## src/sv/pali_pkg.sv

```systemverilog
// Shared types and constants of the polyline arc-length interpolator.
package pali_pkg;

	localparam int MaxPointsDef = 256;
	localparam int FracBitsDef  = 16;
	localparam int DataW        = 32;
	localparam int HeadW        = 16;
	localparam int ArcW         = 31;

	typedef enum logic [1:0] {
		OP_CLEAR  = 2'd0,
		OP_APPEND = 2'd1,
		OP_QUERY  = 2'd2,
		OP_NOP    = 2'd3
	} op_t;

	typedef enum logic [1:0] {
		STS_OK   = 2'd0,
		STS_FULL = 2'd1,
		STS_FEW  = 2'd2
	} status_t;

	typedef enum logic [4:0] {
		S_IDLE, S_DECODE, S_SQ, S_RT_INIT, S_RT, S_APPEND, S_SRCH, S_CMP,
		S_RDB, S_CAPB, S_DIV_INIT, S_DIV, S_MUL_INIT, S_MUL, S_RND, S_FINISH
	} state_t;

	typedef enum logic [4:0] {
		DC_NONE, DC_LOAD, DC_CLEAR, DC_SQ_INIT, DC_SQ_STEP, DC_SQRT_INIT,
		DC_SQRT_STEP, DC_APPEND, DC_SRCH_INIT, DC_SRCH_ISSUE, DC_SRCH_CMP,
		DC_RD_A, DC_RD_B, DC_CAP_B, DC_DIV_INIT, DC_DIV_STEP, DC_MUL_INIT,
		DC_MUL_STEP, DC_RND
	} dp_cmd_t;

	typedef struct packed {
		logic signed [DataW-1:0] x;
		logic signed [DataW-1:0] y;
		logic signed [HeadW-1:0] heading;
		logic signed [DataW-1:0] curvature;
		logic signed [DataW-1:0] ref_curvature;
		logic signed [DataW-1:0] accum_dist;
		logic signed [DataW-1:0] lateral;
	} pts_t;

	typedef struct packed {
		dp_cmd_t op;
		logic    res_load;
		logic    res_query;
		status_t res_status;
	} cmd_t;

	typedef struct packed {
		op_t  op;
		logic empty;
		logic full;
		logic few;
		logic srch_done;
		logic iter_done;
	} stat_t;

endpackage

```

## src/sv/pali_ctrl.sv

```systemverilog
// Controller state machine of the polyline arc-length interpolator.
module pali_ctrl import pali_pkg::*; (
	input  logic  clk,
	input  logic  arst_n,
	input  logic  in_valid,
	output logic  in_stall,
	output logic  out_valid,
	input  logic  out_stall,
	input  stat_t stat,
	output cmd_t  cmd
);

	state_t  state_q, state_d;
	status_t res_status_q;
	logic    res_query_q;
	logic    out_valid_q;
	logic    can_load;

	assign can_load  = !out_valid_q || !out_stall;
	assign in_stall  = (state_q != S_IDLE);
	assign out_valid = out_valid_q;

	always_comb begin
		state_d = state_q;
		unique case (state_q)
			S_IDLE: begin
				if (in_valid) state_d = S_DECODE;
			end
			S_DECODE: begin
				unique case (stat.op) inside
					OP_APPEND: begin
						if (stat.full || stat.empty) state_d = (stat.full) ? S_FINISH : S_APPEND;
						else state_d = S_SQ;
					end
					OP_QUERY: begin
						state_d = stat.few ? S_FINISH : S_SRCH;
					end
					OP_CLEAR, OP_NOP: begin
						state_d = S_FINISH;
					end
				endcase
			end
			S_SQ: begin
				if (stat.iter_done) state_d = S_RT_INIT;
			end
			S_RT_INIT: state_d = S_RT;
			S_RT: begin
				if (stat.iter_done) state_d = S_APPEND;
			end
			S_APPEND: state_d = S_FINISH;
			S_SRCH: begin
				state_d = stat.srch_done ? S_RDB : S_CMP;
			end
			S_CMP: state_d = S_SRCH;
			S_RDB: state_d = S_CAPB;
			S_CAPB: state_d = S_DIV_INIT;
			S_DIV_INIT: state_d = S_DIV;
			S_DIV: begin
				if (stat.iter_done) state_d = S_MUL_INIT;
			end
			S_MUL_INIT: state_d = S_MUL;
			S_MUL: begin
				if (stat.iter_done) state_d = S_RND;
			end
			S_RND: state_d = S_FINISH;
			S_FINISH: begin
				if (can_load) state_d = S_IDLE;
			end
			default: state_d = S_IDLE;
		endcase
	end

	always_comb begin
		cmd.op         = DC_NONE;
		cmd.res_load   = 1'b0;
		cmd.res_query  = res_query_q;
		cmd.res_status = res_status_q;
		unique case (state_q)
			S_IDLE: begin
				if (in_valid) cmd.op = DC_LOAD;
			end
			S_DECODE: begin
				unique case (stat.op) inside
					OP_APPEND: begin
						// The first point is stored from the append state.
						if (!stat.full && !stat.empty) cmd.op = DC_SQ_INIT;
					end
					OP_QUERY: begin
						if (!stat.few) cmd.op = DC_SRCH_INIT;
					end
					OP_CLEAR: cmd.op = DC_CLEAR;
					OP_NOP: cmd.op = DC_NONE;
				endcase
			end
			S_SQ:       cmd.op = DC_SQ_STEP;
			S_RT_INIT:  cmd.op = DC_SQRT_INIT;
			S_RT:       cmd.op = DC_SQRT_STEP;
			S_APPEND:   cmd.op = DC_APPEND;
			S_SRCH:     cmd.op = stat.srch_done ? DC_RD_A : DC_SRCH_ISSUE;
			S_CMP:      cmd.op = DC_SRCH_CMP;
			S_RDB:      cmd.op = DC_RD_B;
			S_CAPB:     cmd.op = DC_CAP_B;
			S_DIV_INIT: cmd.op = DC_DIV_INIT;
			S_DIV:      cmd.op = DC_DIV_STEP;
			S_MUL_INIT: cmd.op = DC_MUL_INIT;
			S_MUL:      cmd.op = DC_MUL_STEP;
			S_RND:      cmd.op = DC_RND;
			S_FINISH:   cmd.res_load = can_load;
			default:    cmd.op = DC_NONE;
		endcase
	end

	always_ff @(posedge clk or negedge arst_n) begin
		if (!arst_n) begin
			state_q      <= S_IDLE;
			out_valid_q  <= 1'b0;
			res_status_q <= STS_OK;
			res_query_q  <= 1'b0;
		end else begin
			state_q <= state_d;
			if (cmd.res_load) out_valid_q <= 1'b1;
			else if (!out_stall) out_valid_q <= 1'b0;
			if (state_q == S_DECODE) begin
				res_query_q  <= (stat.op == OP_QUERY) && !stat.few;
				if ((stat.op == OP_APPEND) && stat.full) res_status_q <= STS_FULL;
				else if ((stat.op == OP_QUERY) && stat.few) res_status_q <= STS_FEW;
				else res_status_q <= STS_OK;
			end
		end
	end

endmodule

```

## config.mk

```make
export PLATFORM = sky130hd
export DESIGN_NAME = pali_ctrl
export DESIGN_NICKNAME = d
export VERILOG_FILES = /design/src/sv/pali_pkg.sv /design/src/sv/pali_ctrl.sv
export SDC_FILE = /design/constraint.sdc
export NUM_CORES = 1
export LEC_CHECK = 0
export BUFFER_PORTS_ARGS = -buffer_cell sky130_fd_sc_hd__buf_4
export CAP_MARGIN = 0
export CELL_PAD_IN_SITES_DETAIL_PLACEMENT = 1
export CELL_PAD_IN_SITES_GLOBAL_PLACEMENT = 2
export CORE_ASPECT_RATIO = 0.6
export CORE_UTILIZATION = 31
export CTS_BUF_LIST = sky130_fd_sc_hd__clkbuf_2 sky130_fd_sc_hd__clkbuf_4 sky130_fd_sc_hd__clkbuf_8
export CTS_CLUSTER_DIAMETER = 150
export DETAILED_ROUTE_END_ITERATION = 10
export GPL_TIMING_DRIVEN = 1
export HOLD_SLACK_MARGIN = 0.08
export PLACE_DENSITY = 0.78
export SETUP_SLACK_MARGIN = 0.1
export SLEW_MARGIN = 30
export SYNTH_ARGS = -nofsm -noshare
export SYNTH_HDL_FRONTEND = slang
export SYNTH_SLANG_ARGS = --single-unit
```

## constraint.sdc

```tcl
create_clock -name clk -period 2.2 [get_ports clk]
set_clock_uncertainty 0.15 [all_clocks]
set_input_delay 0.44 -clock clk [delete_from_list [all_inputs] [get_ports clk]]
set_output_delay 0.44 -clock clk [all_outputs]
set_load 0.01 [all_outputs]
```

==> results.yml <==
power_and_ir_drop:
  switching_power_w: 0.000791
  swShare: 0.461
  peakVddDrop_mv: 0.680
  power_density_nw_per_um2: 1400
  internal_power_w: 0.000923
  combPwrFrac: 0.712
  seqPwrFrac: 0.188
  clockPowerShare: 0.099
  leakagePower_nw: 0.555
critical_path:
  timing.rr.end: "state_q[2]"
  max_stage_delay_ns: 0.26
  start_kind: "primary input"
  regToRegStartpoint: "state_q[1]"
  crit_path_end_kind: "primary output"
  r2r_slack_ns: 0.36
  r2r_cells: 5
  cp_slowest_cell: "nor3b_4"
  critPathArrivalTime_ns: 1.56
  critPathLaunch: "stat[6]"
  crit_chain: "buf_8 -> inv_6 -> ha_4 -> nor3b_4 -> a21o_1 -> a21oi_2 -> o31ai_1 -> buf_4"
  worstPathMaxFanout: 3
  crit_type: "primary input to primary output"
  crit_required_ns: 1.61
clock_network:
  clk_latency_ns: 0.23
  cts-root-buf: "clkbuf_8"
  path_clk_slew_ns: 0.04
  cts_buffers: 3
  cts_tree: "yes"
  clockBufferDepth: 2
  h-tree-depth: 1
  clock_sinks: 8
placement:
  dp_hpwl_um: 1960
  port-buffer-count: 21
  placed_area_sq_um: 1080
  routabilityCongestion: 0.788
  placed_cells: 161
yosys:
  syn_area_sq_um: 857
  synth_area_per_cell_sq_um: 8.01
  syn_nets: 122
  ys_types: 42
  async_flop_share: 1.00
  synth_common_cells: "10 x a21oi_1, 10 x nand2_1, 8 x dfrtp_1, 7 x buf_2, 6 x inv_1"
  seq_area_frac_synth: 0.234
  synth-edff-count: 0
  yosys_warnings: 0
  yosys-top-cells-area: "dfrtp_1 23%, a21oi_1 5.8%, ha_1 5.8%"
  synth_top_area_cell: "dfrtp_1"
  yosysTopAreaCellShare: 0.234
  yosys_register_bits: 8
  synth_flop_cell: "dfrtp_1"
  syn_inst: 107
floorplan:
  io-pin-count: 22
  rows: 14
  start_util: 0.335
  dieArea_sq_um: 2990
  fp.dieW_um: 69.9
  core_area_sq_um: 2560
  die_y_um: 42.7
drt:
  routed.top_layer: "met3"
  drc: 0
  ant_nets: 0
  first_pass_iters: 4
  via_per_inst: 5.44
  wl_met3_um: 120
  post_drt_wl_per_cell_um: 16.5
  vias: 914
  met2_length_um: 1180
  routed_wl_um: 2770
  wl_met1_um: 1460
  drtIter0Drc: 36
grt:
  grt_max_degree: 26
  overflow: 0
  antenna_found_initial: 0
  grt_pass1_vias: 857
  grt_pass1_wl_um: 4330
  track_usage: 0.185
sta:
  rsz0062_at_grt: "yes"
  period_share: 0.978
  worst_slew_pin_slew_ns: 0.461
  final-hold-violation-count: 0
  slew_violations: 0
  finalSetupViolCount: 0
  fmax_ghz: 0.465
  period_needed_ns: 2.15
  maxSlewHeadroom: 0.685
outcome:
  outcome: "completed"
hold_path:
  hp-class: "flop to flop"
  worstHoldStart: "res_status_q[0]"
  min_to: "res_status_q[0]"
  min_path_cells: 2
finish:
  area_growth_pct: 42.5
  num_antenna_cells: 0
  final_cells: 168
  final_area_sq_um: 1220
  final_nets: 153
  layout-drive-gt1-share: 0.390
job:
  drv_cap: 0
power groups by stage:
| stage | clock network (W) | logic, W | registers, W |
|---|---|---|---|
| floorplan | 0 | 0.000803 | 0.000277 |
| global placement | 0 | 0.00115 | 0.000307 |
| detailed placement | 0 | 0.00117 | 0.000309 |
| CTS | 0.000177 | 0.00118 | 0.000312 |
| global route | 0.000187 | 0.00133 | 0.000335 |
| finish | 0.000170 | 0.00122 | 0.000323 |
worst max-delay path: cells and delay by family:
kind / cells / cell delay [ns]
buf+inv: 3 / 0.32
simple gates: 1 / 0.26
compound gates: 3 / 0.44
fa+ha+maj: 1 / 0.11
how the worst max path moves through the flow:
stage,slack [ns],cells past startpoint,end
2_1_floorplan,0.16,6,cmd[5]
3_3_place_gp,0.02,7,cmd[4]
3_5_place_dp,-0.07,8,cmd[5]
4_1_cts,0.07,8,cmd[5]
5_1_grt,-0.003,8,cmd[5]
6_report,0.05,8,cmd[5]
cell usage in the layout, fill, tap and decap left out, types with 2 or more instances in the layout:
cell / n
o31ai_1: 3
dfrtp_1: 7
a31oi_1: 5
nor2b_1: 2
ha_1: 2
mux2i_1: 2
nor2b_4: 2
a221oi_1: 3
o21ai_0: 3
xnor2_1: 3
and3b_1: 2
nand3_1: 2
and2_1: 2
inv_1: 5
clkbuf_8: 3
nand2_1: 10
a21oi_1: 9
nor2_1: 5
buf_4: 33
nor4bb_1: 2
timing repair:
| action | CTS | global route |
|---|---|---|
| endpoints found under the setup margin | 3 | 3 |
| endpoints found under the hold margin | 8 | 0 |
| pin swaps | 3 | 3 |
| hold buffers | 1 | 0 |
| setup buffers | 1 | 2 |
| resized for setup | 11 | 6 |
layer usage:
metal / vias up / global-route usage
met3: 0 / 0.0404
met4: 0 / 0.0360
li1: 450 / -
met5: - / 0
met2: 23 / 0.254
met1: 441 / 0.290
registers in the layout, indices dropped and copies added (netlist names):
register,count
state_q,4
res_status_q,2
out_valid,1
res_query_q,1
per-stage QoR:
stage	hold slack [ns]	utilization	setup TNS, ns	power [W]	setup slack [ns]
after detailed placement	0.113	0.424	-0.120	0.00148	-0.0697
after global routing	0.339	0.477	-0.00326	0.00185	-0.00326
after global placement	0.108	0.424	0	0.00146	0.0196
after CTS	0.329	0.462	0	0.00167	0.0685
final	0.328	0.477	0	0.00171	0.0490
after floorplan	-0.00559	-	0	0.00108	0.163
cell families (layout without fill, tap and decap cells):
group	count (synthesis)	in the layout	synth area share
DFF	8	8	0.234
buffers and inverters	17	46	0.0978
AOI/OAI and AO/OA	35	35	0.289
muxes	3	3	0.0365
adders and majority gates	5	5	0.0701
xor gates and xnor gates	4	4	0.0409
and+or+nand+nor	35	35	0.232
final cells by class:
class                   count  area (sq um)
multi-input cells          82           623
well taps                  32          40.0
inverters                   7          31.3
repair buffers             36           284
fillers                   319          1340
flip-flops and latches      8           201
clock buffers               3          41.3
No activity file was read; power rests on OpenSTA's default activity.
